$ cat config.mk
export PLATFORM = sky130hd
export DESIGN_NAME = sha1_bitwise_message_hasher
export DESIGN_NICKNAME = d
export VERILOG_FILES = /design/src/rtl/sha1h_pkg.sv /design/src/rtl/sha1h_buf.sv /design/src/rtl/sha1h_core.sv /design/src/rtl/sha1_bitwise_message_hasher.sv
export SDC_FILE = /design/constraint.sdc
export NUM_CORES = 2
export LEC_CHECK = 0
export BUFFER_PORTS_ARGS = -buffer_cell sky130_fd_sc_hd__buf_4
export CORE_MARGIN = 1
export CORE_UTILIZATION = 35
export CTS_BUF_LIST = sky130_fd_sc_hd__clkbuf_16
export DETAILED_ROUTE_END_ITERATION = 6
export GPL_ROUTABILITY_DRIVEN = 0
export PLACE_DENSITY = 0.49
export RECOVER_POWER = 100
export SKIP_CTS_REPAIR_TIMING = 1
export SLEW_MARGIN = 15
export SYNTH_ARGS = -nofsm -noshare
export SYNTH_HDL_FRONTEND = slang
export SYNTH_SLANG_ARGS = --single-unit
$ cat constraint.sdc
create_clock -name i_clk -period 22.3 [get_ports i_clk]
set_clock_uncertainty 0.15 [all_clocks]
set_input_delay 1.115 -clock i_clk [delete_from_list [all_inputs] [get_ports i_clk]]
set_output_delay 1.115 -clock i_clk [all_outputs]
set_load 0.02 [all_outputs]
$ cat src/rtl/sha1h_pkg.sv
package sha1h_pkg;

    localparam logic [1:0] OP_APPEND  = 2'd0;
    localparam logic [1:0] OP_FINISH  = 2'd1;
    localparam logic [1:0] OP_RESTART = 2'd2;
    localparam logic [1:0] OP_UNUSED  = 2'd3;

    localparam logic [1:0] ST_OK           = 2'd0;
    localparam logic [1:0] ST_AFTER_FINISH = 2'd1;
    localparam logic [1:0] ST_TOO_LONG     = 2'd2;

    localparam logic [31:0] H0 = 32'h67452301;
    localparam logic [31:0] H1 = 32'hefcdab89;
    localparam logic [31:0] H2 = 32'h98badcfe;
    localparam logic [31:0] H3 = 32'h10325476;
    localparam logic [31:0] H4 = 32'hc3d2e1f0;

    localparam logic [31:0] K0 = 32'h5a827999;
    localparam logic [31:0] K1 = 32'h6ed9eba1;
    localparam logic [31:0] K2 = 32'h8f1bbcdc;
    localparam logic [31:0] K3 = 32'hca62c1d6;

    localparam logic [7:0] PAD_BYTE = 8'h80;
    localparam int         NUM_ROUNDS = 80;

    typedef struct packed {
        logic [1:0] opcode;
        logic [7:0] data_byte;
        logic [3:0] bit_count;
    } t_in_item;

    typedef struct packed {
        logic [1:0]  status;
        logic [31:0] digest_word;
        logic        last;
    } t_out_item;

    // One write into the block buffer: a single byte or a whole word.
    typedef struct packed {
        logic        en;
        logic        whole;
        logic [5:0]  addr;
        logic [31:0] data;
    } t_buf_wr;

    typedef struct packed {
        logic       init;
        logic       load;
        logic       round;
        logic       add;
        logic [6:0] t;
    } t_core_ctl;

    function automatic logic [31:0] rotl(input logic [31:0] x, input logic [4:0] s);
        logic [63:0] d;
        d = {x, x} << s;
        return d[63:32];
    endfunction

endpackage

$ cat src/rtl/sha1h_buf.sv
module sha1h_buf (
    input  logic             i_clk,
    input  sha1h_pkg::t_buf_wr i_wr,
    input  logic [3:0]       i_raddr,
    output logic [31:0]      o_rdata
);
    import sha1h_pkg::*;

    logic [31:0] r_mem [16];
    logic [31:0] r_rdata;
    logic [4:0]  lane_lsb;

    // Byte 0 of a word is its most significant byte.
    assign lane_lsb = {~i_wr.addr[1:0], 3'b000};

    always_ff @(posedge i_clk) begin
        if (i_wr.en) begin
            if (i_wr.whole) begin
                r_mem[i_wr.addr[5:2]] <= i_wr.data;
            end else begin
                r_mem[i_wr.addr[5:2]][lane_lsb +: 8] <= i_wr.data[7:0];
            end
        end
        r_rdata <= r_mem[i_raddr];
    end

    assign o_rdata = r_rdata;

endmodule

$ cat src/rtl/sha1h_core.sv
module sha1h_core (
    input  logic                 i_clk,
    input  logic                 i_rst_n,
    input  sha1h_pkg::t_core_ctl i_ctl,
    input  logic [31:0]          i_blk_word,
    output logic [4:0][31:0]     o_chain
);
    import sha1h_pkg::*;

    logic [4:0][31:0] r_chain;
    logic [31:0] r_a, r_b, r_c, r_d, r_e;
    logic [31:0] r_w [16];
    logic [31:0] w, f, k, tmp;

    always_comb begin
        if (i_ctl.t < 7'd16) begin
            w = i_blk_word;
        end else begin
            w = rotl(r_w[13] ^ r_w[8] ^ r_w[2] ^ r_w[0], 5'd1);
        end
        if (i_ctl.t < 7'd20) begin
            f = (r_b & r_c) | (~r_b & r_d);
            k = K0;
        end else if (i_ctl.t < 7'd40) begin
            f = r_b ^ r_c ^ r_d;
            k = K1;
        end else if (i_ctl.t < 7'd60) begin
            f = (r_b & r_c) | (r_b & r_d) | (r_c & r_d);
            k = K2;
        end else begin
            f = r_b ^ r_c ^ r_d;
            k = K3;
        end
        tmp = rotl(r_a, 5'd5) + f + r_e + w + k;
    end

    always_ff @(posedge i_clk) begin
        if (!i_rst_n || i_ctl.init) begin
            r_chain <= {H4, H3, H2, H1, H0};
        end else if (i_ctl.add) begin
            r_chain[0] <= r_chain[0] + r_a;
            r_chain[1] <= r_chain[1] + r_b;
            r_chain[2] <= r_chain[2] + r_c;
            r_chain[3] <= r_chain[3] + r_d;
            r_chain[4] <= r_chain[4] + r_e;
        end
    end

    always_ff @(posedge i_clk) begin
        if (i_ctl.load) begin
            r_a <= r_chain[0];
            r_b <= r_chain[1];
            r_c <= r_chain[2];
            r_d <= r_chain[3];
            r_e <= r_chain[4];
        end else if (i_ctl.round) begin
            r_e <= r_d;
            r_d <= r_c;
            r_c <= rotl(r_b, 5'd30);
            r_b <= r_a;
            r_a <= tmp;
        end
        if (i_ctl.round) begin
            for (int i = 0; i < 15; i++) begin
                r_w[i] <= r_w[i+1];
            end
            r_w[15] <= w;
        end
    end

    assign o_chain = r_chain;

endmodule

$ cat src/rtl/sha1_bitwise_message_hasher.sv
// Each append, restart or rejected item gives one result once it is accepted; an append
// that fills a block first runs the 80 compression rounds.
// A finish item runs the padding sweep and one or two compressions before its five digest
// words, one per cycle while the output is not stalled; a repeated finish sends them again.
// No new item is taken until the last result of the current one is in the output register.
// Reset (synchronous, active low) loads the initial hash words and clears all control.
module sha1_bitwise_message_hasher (
    input  logic                 i_clk,
    input  logic                 i_rst_n,
    input  logic                 i_in_valid,
    output logic                 o_in_stall,
    input  sha1h_pkg::t_in_item  i_in_item,
    output logic                 o_out_valid,
    input  logic                 i_out_stall,
    output sha1h_pkg::t_out_item o_out_item
);
    import sha1h_pkg::*;

    typedef enum logic [6:0] {
        S_IDLE = 7'b0000001,
        S_RESP = 7'b0000010,
        S_PRE  = 7'b0000100,
        S_CMP  = 7'b0001000,
        S_ADD  = 7'b0010000,
        S_FILL = 7'b0100000,
        S_LEN  = 7'b1000000
    } t_state;

    // Phase after a compression finishes.
    localparam logic [1:0] PH_APPEND = 2'd0;
    localparam logic [1:0] PH_PAD1   = 2'd1;
    localparam logic [1:0] PH_FINAL  = 2'd2;

    t_state      r_state, n_state;
    logic [63:0] r_len, n_len;
    logic [5:0]  r_pos, n_pos;
    logic [2:0]  r_off, n_off;
    logic [7:0]  r_cur, n_cur;
    logic        r_fin, n_fin;
    logic [1:0]  r_err, n_err;
    logic [1:0]  r_ph, n_ph;
    logic [6:0]  r_t, n_t;
    logic [6:0]  r_fp, n_fp;
    logic [5:0]  r_lim, n_lim;
    logic        r_dig, n_dig;
    logic [2:0]  r_k, n_k;
    logic        r_ov, n_ov;
    t_out_item   r_oitem, n_oitem;

    t_buf_wr          wr;
    t_core_ctl        ctl;
    logic [3:0]       raddr;
    logic [31:0]      rdata;
    logic [4:0][31:0] chain;

    logic        accept, ov_free;
    logic [3:0]  nb;
    logic [7:0]  mask, v, base, newb, padb;
    logic [15:0] spill;
    logic [4:0]  osum;
    logic [64:0] lsum;
    logic [6:0]  p1;

    assign o_in_stall = (r_state != S_IDLE);
    assign accept     = i_in_valid && !o_in_stall;
    assign ov_free    = !r_ov || !i_out_stall;

    always_comb begin
        nb    = (i_in_item.bit_count > 4'd8) ? 4'd8 : i_in_item.bit_count;
        mask  = ~(8'hff >> nb);
        v     = i_in_item.data_byte & mask;
        base  = (r_off == 3'd0) ? 8'h00 : r_cur;
        newb  = base | (v >> r_off);
        spill = {v, 8'h00} >> r_off;
        osum  = {2'b00, r_off} + {1'b0, nb};
        lsum  = {1'b0, r_len} + {61'd0, nb};
        padb  = base | (PAD_BYTE >> r_off);
        p1    = {1'b0, r_pos} + 7'd1;
    end

    always_comb begin
        n_state = r_state;
        n_len   = r_len;
        n_pos   = r_pos;
        n_off   = r_off;
        n_cur   = r_cur;
        n_fin   = r_fin;
        n_err   = r_err;
        n_ph    = r_ph;
        n_t     = r_t;
        n_fp    = r_fp;
        n_lim   = r_lim;
        n_dig   = r_dig;
        n_k     = r_k;
        n_ov    = ov_free ? 1'b0 : r_ov;
        n_oitem = r_oitem;
        wr      = '0;
        ctl     = '0;
        ctl.t   = r_t;
        raddr   = 4'd0;

        case (r_state)
            S_IDLE: begin
                if (accept) begin
                    n_state = S_RESP;
                    n_dig   = 1'b0;
                    n_k     = 3'd0;
                    if (i_in_item.opcode == OP_RESTART) begin
                        ctl.init = 1'b1;
                        n_len = '0;
                        n_pos = '0;
                        n_off = '0;
                        n_cur = '0;
                        n_fin = 1'b0;
                        n_err = ST_OK;
                    end else if (i_in_item.opcode == OP_APPEND && r_err == ST_OK) begin
                        if (r_fin) begin
                            n_err = ST_AFTER_FINISH;
                        end else if (nb != 4'd0) begin
                            if (lsum[64]) begin
                                n_err = ST_TOO_LONG;
                            end else begin
                                n_len = lsum[63:0];
                                n_off = osum[2:0];
                                if (osum >= 5'd8) begin
                                    wr.en   = 1'b1;
                                    wr.addr = r_pos;
                                    wr.data = {24'd0, newb};
                                    n_cur   = spill[7:0];
                                    n_pos   = r_pos + 6'd1;
                                    if (r_pos == 6'd63) begin
                                        n_state = S_PRE;
                                        n_ph    = PH_APPEND;
                                    end
                                end else begin
                                    n_cur = newb;
                                end
                            end
                        end
                    end else if (i_in_item.opcode == OP_FINISH && r_err == ST_OK) begin
                        n_dig = 1'b1;
                        if (!r_fin) begin
                            wr.en   = 1'b1;
                            wr.addr = r_pos;
                            wr.data = {24'd0, padb};
                            n_fp    = p1;
                            if (p1 > 7'd56) begin
                                n_lim   = 6'd63;
                                n_ph    = PH_PAD1;
                                n_state = (p1 == 7'd64) ? S_PRE : S_FILL;
                            end else begin
                                n_lim   = 6'd55;
                                n_state = (p1 == 7'd56) ? S_LEN : S_FILL;
                            end
                        end
                    end
                end
            end
            S_FILL: begin
                wr.en   = 1'b1;
                wr.addr = r_fp[5:0];
                n_fp    = r_fp + 7'd1;
                if (r_fp[5:0] == r_lim) begin
                    n_fp    = 7'd56;
                    n_state = (r_lim == 6'd63) ? S_PRE : S_LEN;
                end
            end
            S_LEN: begin
                // Big-endian bit length in the last two words of the block.
                wr.en    = 1'b1;
                wr.whole = 1'b1;
                wr.addr  = r_fp[5:0];
                wr.data  = (r_fp == 7'd56) ? r_len[63:32] : r_len[31:0];
                n_fp     = 7'd60;
                if (r_fp != 7'd56) begin
                    n_ph    = PH_FINAL;
                    n_state = S_PRE;
                end
            end
            S_PRE: begin
                ctl.load = 1'b1;
                raddr    = 4'd0;
                n_t      = 7'd0;
                n_state  = S_CMP;
            end
            S_CMP: begin
                ctl.round = 1'b1;
                raddr     = r_t[3:0] + 4'd1;
                n_t       = r_t + 7'd1;
                if (r_t == 7'(NUM_ROUNDS - 1)) begin
                    n_state = S_ADD;
                end
            end
            S_ADD: begin
                ctl.add = 1'b1;
                n_pos   = 6'd0;
                case (r_ph)
                    PH_PAD1: begin
                        n_fp    = 7'd0;
                        n_lim   = 6'd55;
                        n_state = S_FILL;
                    end
                    PH_FINAL: begin
                        n_fin   = 1'b1;
                        n_off   = 3'd0;
                        n_cur   = 8'h00;
                        n_state = S_RESP;
                    end
                    default: begin
                        n_state = S_RESP;
                    end
                endcase
            end
            S_RESP: begin
                if (ov_free) begin
                    n_ov = 1'b1;
                    if (r_dig) begin
                        n_oitem.status      = ST_OK;
                        n_oitem.digest_word = chain[r_k];
                        n_oitem.last        = (r_k == 3'd4);
                        n_k                 = r_k + 3'd1;
                        if (r_k == 3'd4) begin
                            n_state = S_IDLE;
                        end
                    end else begin
                        n_oitem.status      = r_err;
                        n_oitem.digest_word = 32'd0;
                        n_oitem.last        = 1'b1;
                        n_state             = S_IDLE;
                    end
                end
            end
            default: begin
                n_state = S_IDLE;
            end
        endcase
    end

    always_ff @(posedge i_clk) begin
        if (!i_rst_n) begin
            r_state <= S_IDLE;
            r_len   <= '0;
            r_pos   <= '0;
            r_off   <= '0;
            r_cur   <= '0;
            r_fin   <= 1'b0;
            r_err   <= ST_OK;
            r_ph    <= PH_APPEND;
            r_t     <= '0;
            r_fp    <= '0;
            r_lim   <= '0;
            r_dig   <= 1'b0;
            r_k     <= '0;
            r_ov    <= 1'b0;
        end else begin
            r_state <= n_state;
            r_len   <= n_len;
            r_pos   <= n_pos;
            r_off   <= n_off;
            r_cur   <= n_cur;
            r_fin   <= n_fin;
            r_err   <= n_err;
            r_ph    <= n_ph;
            r_t     <= n_t;
            r_fp    <= n_fp;
            r_lim   <= n_lim;
            r_dig   <= n_dig;
            r_k     <= n_k;
            r_ov    <= n_ov;
        end
        r_oitem <= n_oitem;
    end

    sha1h_buf u_buf (
        .i_clk   (i_clk),
        .i_wr    (wr),
        .i_raddr (raddr),
        .o_rdata (rdata)
    );

    sha1h_core u_core (
        .i_clk      (i_clk),
        .i_rst_n    (i_rst_n),
        .i_ctl      (ctl),
        .i_blk_word (rdata),
        .o_chain    (chain)
    );

    assign o_out_valid = r_ov;
    assign o_out_item  = r_oitem;

    a_round_range: assert property (@(posedge i_clk) disable iff (!i_rst_n)
        (r_state == S_CMP) |-> (r_t < 7'(NUM_ROUNDS)))
        else $error("round counter out of range");

    a_partial_clear: assert property (@(posedge i_clk) disable iff (!i_rst_n)
        (r_off == 3'd0) |-> (r_cur == 8'h00))
        else $error("partial byte holds bits at a byte boundary");

    a_digest_index: assert property (@(posedge i_clk) disable iff (!i_rst_n)
        (r_state == S_RESP && r_dig) |-> (r_k <= 3'd4))
        else $error("digest word index out of range");

    a_cmp_done: assert property (@(posedge i_clk) disable iff (!i_rst_n)
        (r_state == S_CMP && r_t == 7'(NUM_ROUNDS - 1)) |=> (r_state == S_ADD))
        else $error("compression did not end after the last round");

endmodule

Word level (Yosys, flattened, before mapping)
Memory sizes are Yosys's and may differ from the RTL's. A register that Yosys moved wholly into a read port is not among the register bits.
Cells that the tools add are included.
Cells by class
  bitwise logic cells: 50
  shift-type cells: 6
  multiplexer cells: 192
  order comparisons: 8
  equal/unequal tests: 50
  reductions and logical operators: 36
  add/subtract/negate cells: 18
Operator list (number)
  32-bit 2-to-1 mux: 19
  38-bit 2-to-1 mux: 9
  64-bit 2-to-1 mux: 5
  32-bit adder: 9
  32-bit XOR: 5
  7-bit 2-to-1 mux: 21
  32-bit bitwise AND: 4
  32-bit binary-select mux with 3-bit select: 1
  32-bit OR: 3
  6-bit 2-to-1 mux: 15
  8-bit 2-to-1 mux: 9
  64-bit by 4-bit adder with 65-bit output: 1
  1-bit 2-to-1 mux: 64
  32-bit one-hot mux with 2 select lines: 1
  7-bit one-hot mux with 7 select lines: 1
  3-bit 2-to-1 mux: 15
  3-bit inequality test, second input constant: 14
  6-bit one-hot mux with 2 select lines: 3
  2-bit 2-to-1 mux: 17
  32-bit inverter: 1
  1-bit OR: 32
  8-bit by 7-bit variable shift with 32-bit output, first input constant: 1
  8-bit by 7-bit indexed part select with 32-bit output: 1
  31-bit 2-to-1 mux: 1
  59 further kinds: 108
Word-level totals
  bits in writable memories: 1024
  memories kept: 2
  logic and storage cells: 389
  bits in registers: 473
  output and inout port bits: 37
  input port bits: 18
Memories
  u_buf.r_mem: depth 16, bits a word 32, read ports 1, clocked after Yosys merged registers in 1, wr ports 1, RTL line sha1h_buf.sv:9  | logic [31:0] r_mem [16];
  u_core.r_w: depth 16, bits a word 32, read ports 16, clocked after Yosys merged registers in 0, wr ports 16, RTL line sha1h_core.sv:12  | logic [31:0] r_w [16];

Logic depth before layout (Yosys ltp)
  word-level depth: 20
  gate-level depth with buffers: 26
  depth with buffers taken out: 24

By module
From an unflattened synthesis, not the netlist that was laid out.
Unflattened totals
  cells, all modules: 5548
  area total of the unflattened synthesis: 72295.6 µm²
By module, submodules not included
  sha1h_core: area each 41524.8 µm², cells each 3352, instances 1, sequential area each 23382.4 µm²
  sha1h_buf: area each 20541.0 µm², cells each 962, instances 1, sequential area each 16015.4 µm²
  sha1_bitwise_message_hasher: area each 10229.8 µm², cells each 1234, instances 1, sequential area each 3333.2 µm²

Worst setup path after synthesis
Ideal clock, no wire load.
  kind: reg2reg
  start point: register r_state[1]
  end point: register u_core.r_a[0] (enable)
  required time: 21.680 ns
  arrival: 21.449 ns
  library setup time: 0.470 ns
  path slack: 0.232 ns
  period minus slack after synthesis: 22.068 ns
  path buffers: 1
  cell stages (with the launch flop): 8
  cell sequence: dfxtp_1 -> nor3_1 -> and2_1 -> nand3b_1 -> inv_1 -> clkbuf_1 -> nor2_1 -> inv_1
Between the ends
  cells in the longest elaborated chain, start to end: 3
  elaborated cells on any way between the ends: 5
  classes of those cells: eq/ne (2); mux (2); reduce/logical (1)
Ends and longest elaborated chain
  from (decl): RTL line sha1_bitwise_message_hasher.sv:34  | t_state r_state, n_state;
  from (signal assigned): RTL line sha1_bitwise_message_hasher.sv:256  | r_state <= n_state;
  7-bit by 4-bit == test with 1-bit output / 7-bit by 3-bit == test with 1-bit output (equally long branches): RTL line sha1_bitwise_message_hasher.sv:102  | case (r_state)
  1-bit 2-to-1 mux: RTL line sha1_bitwise_message_hasher.sv:102
  2-bit nonzero test (no line) (*)
  to (signal assigned): RTL line sha1h_core.sv:51  | r_a <= r_chain[0];
  to (signal assigned): RTL line sha1h_core.sv:61  | r_a <= tmp;
  to (decl): RTL line sha1h_core.sv:11  | logic [31:0] r_a, r_b, r_c, r_d, r_e;
Every way passes the cells marked *; elsewhere a longest branch is shown, timed or not.
A chain may end at the register's enable or synchronous reset.

==> impl_metrics.tcl <==
set metrics [dict create \
    status "complete, but fails checks" \
    violations "capacitance limit, slew limit" \
    clock_sinks 1525 \
    p_int_mw 4.57 \
    rr_endpoint "u_core.r_w[0][209]" \
    endpoint_kind "flip-flop" \
    totalWireLength_mm 206 \
    drtIter0Drc 3766 \
    synth-seq-cells 1525 \
    dr.pass1.iters 7 \
    path_delay_family "buffers and inverters" \
    fill_cells 19700 \
    gr-total-overflow 0 \
    die_x_um 457 \
    cts-root-buf "clkbuf_16" \
    worstPathRequired_ps 22290 \
    slew_headroom_pct -496 \
    crit_type "flip-flop to flip-flop" \
    path_cells "nor3_1 -> and2_0 -> nand3b_1 -> clkinvlp_2 -> clkbuf_1 -> clkbuf_1" \
    synth-edff-count 1219 \
    rows 166 \
    drv_slew 2105 \
    top_layer "met5" \
    antenna_found_initial 3 \
    finalHoldViolCount 0 \
    reg2reg_depth 6 \
    worstPathArrival_ps 13220 \
    num_io_pins 55 \
    clockPowerShare_pct 44.1 \
    drive_gt1_share_pct 5.57 \
    fp.dieH_um 457 \
    place_hpwl_mm 140 \
    cp-start-kind "flip-flop" \
    gr-usage-all-layers_pct 19.5 \
    grt_setup_unrepaired "no" \
    met1_length_mm 97.7 \
    htreeDepth 4 \
    pwr-share-comb_pct 4.0 \
    synth_area_mm2 0.0724 \
    dieArea_mm2 0.209 \
    dr_wl_met2_mm 92.6 \
    clock_path_buffers 3 \
    dpl.cell_count 8734 \
    cap_violations 42 \
    min_path_type "flip-flop to flip-flop" \
    yosysSeqAreaShare_pct 59.1 \
    netSwitchingFraction_pct 22.7 \
    synth_fp_nets 6572 \
    portBuffers 54 \
    avgSynthCellArea_um2 11.7 \
    fin_crit_sh_pct 59.3 \
    p_seq_share_pct 51.9 \
    clock_latency_ps 820 \
    drc 0 \
    p_leak_nw 28.1 \
    synth_top_family_by_area "simple AND/OR/NAND/NOR gates" \
    core_area_mm2 0.205 \
    met3_length_mm 10.6 \
    wire_per_inst_um 22.8 \
    fin_nets 6592 \
    p_per_area_mw_per_mm2 73.7 \
    fmax_mhz 75.6 \
    min_from "u_core.r_w[0][251]" \
    synthArstFlopShare_pct 0 \
    clk_pin_slew_worst_paths_ps 60 \
    routed_via_density 5.29 \
    synth_fa_ha_area_share_pct 7.55 \
    critPathSlowestCell "clkbuf_1" \
    grt_pass1_vias 46600 \
    r2r_slack_ps 9070 \
    fin_crit_ps 13230 \
    synthXorXnorAreaFrac_pct 3.67 \
    grt_pass1_wl_mm 308 \
    cpPeakStageDelay_ps 6390 \
    areaGrowthSynthToFinish_pct 11.0 \
    ys_warn_count 0 \
    final_core_util_pct 39.2 \
    synth_compound_gate_area_share_pct 11.7 \
    grt_max_degree 176 \
    fin_tns_setup_ps 0 \
    hold_path_depth 0 \
    numCtsBuffers 165 \
    tritoncts "yes" \
    crit_fanout 175 \
    stdcell_count 9040 \
    n_antenna_cell 0 \
    ir_drop_mv 0.0788 \
    worstMarginPinSlew_ps 8940 \
    cp_num_buf_inv 3 \
    postRouteAntennaNets 0 \
    setup_viol 0 \
    hold_end "u_core.r_w[0][219]" \
    crit_top_cell "clkbuf_1" \
    synth_top_flop_cell "edfxtp_1" \
    vias 47800 \
    synth_cell_types 106 \
    initial_core_util_pct 35.3 \
    muxShareOfSynthArea_pct 2.50 \
    timing.rr.start "r_state[1]" \
    power_switching_mw 1.34 \
    synthSimpleGateAreaFrac_pct 12.6 \
    syn_inst 6193 \
]
[synth_stat cells (all sizes together) (37+ instances only)]
master     n  area share (%)
nand2   1058             5.5
a22oi     37            0.38
buf       43            0.31
o21ai    277             1.9
a21o      90            0.94
o211ai    57            0.59
nand2b    45            0.39
inv      258             1.3
nor2     346             1.8
a311oi    99             1.2
a211oi   102             1.1
clkbuf   244             1.3
edfxtp  1219              51
fa       126             3.5
nor3      68            0.49
xor2      86             1.0
mux2i    103             1.4
and3      45            0.42
a31oi     57            0.49
dfxtp    306             8.5
a21oi    341             2.4
nor2b    177             1.5
ha       235             4.1
nand3    147             1.1
xnor2    215             2.6
[layout by cell type (no fill, tap or decap), types with 34 or more instances in the layout]
cell       count
and3_1        40
dfxtp_1      304
xor2_1        86
edfxtp_1    1219
nor2_1       344
o21ai_0      271
mux2i_1      103
nand2_1     1055
nor2b_1      177
a22oi_1       37
clkinv_1      34
a311oi_1      99
nand3_1      145
nor3_1        65
nand2b_1      45
a21oi_1      341
xnor2_1      215
o21a_1        35
a31oi_1       57
a211oi_1     102
buf_4         44
o211ai_1      57
a21o_1        89
clkbuf_1      96
inv_1        311
clkbuf_16    168
ha_1         234
fa_1         126
[kinds of logic after synthesis]
logic type | count (synthesis)
AND/OR/NAND/NOR | 2027
flip-flops | 1525
AO/OA/AOI/OAI | 1291
buffers and inverters | 547
adder cells (fa/ha/maj) | 361
XOR/XNOR | 302
multiplexers | 140
[metrics by stage]
step                area (um2)  power (mW)  setup WS [ps]  hold slack, ps
CTS                      80900        6.00          15440             238
global placement         75800        3.38          15530             250
global route             80300        6.12           7640             243
detailed placement       75800        3.38          15480             255
finish                   80300        5.92           9070             246
floorplan                72400        3.29            232             250
[cell type report]
class                      instances  area [um2]  area share [%]
timing repair buffer             140         691           0.860
sequential                      1525       42700            53.2
clock inverter                   138         895            1.11
multi-input combinational       4121       27400            34.2
inverter                         260         978            1.22
tap                             2688        3360            4.19
clock buffer                     168        4200            5.23
[power by group through the flow]
stage               clock (mW)  combinational [mW]  sequential (mW)
finish                    2.61               0.237             3.07
global route              2.78               0.260             3.07
CTS                       2.68               0.250             3.07
detailed placement           0               0.250             3.13
global placement             0               0.249             3.13
floorplan                    0               0.165             3.13
[sequential cells by signal, indices dropped and copies added (netlist names), 6 cells and up, named ones only]
signal,count
u_core.r_w,512
r_len,64
u_core.o_chain,160
r_state,7
u_core.r_c,32
r_pos,6
r_fp,7
r_cur,8
u_core.r_b,32
u_core.r_a,32
u_core.r_d,32
r_t,7
o_out_item,35
u_buf.o_rdata,32
u_buf.r_mem,512
u_core.r_e,32
[per-layer routing]
layer	track usage, %	up-vias
li1	-	22500
met1	28.4	23900
met2	30.0	1208
met3	2.87	268
met4	5.29	2
met5	0	-
[worst max path at each step]
stage | from | endpoint | slack [ps] | depth (start not counted)
floorplan | r_state[1] | u_core.r_a[0] | 230 | 7
global placement | r_t[4] | u_core.r_a[30] | 15530 | 24
detailed placement | r_t[4] | u_core.r_a[30] | 15480 | 24
CTS | r_t[4] | u_core.r_a[30] | 15440 | 24
global route | r_state[1] | u_core.r_w[0][242] | 7640 | 6
finish | r_state[1] | u_core.r_w[0][209] | 9070 | 6
Power figures use the tool's default switching activity.
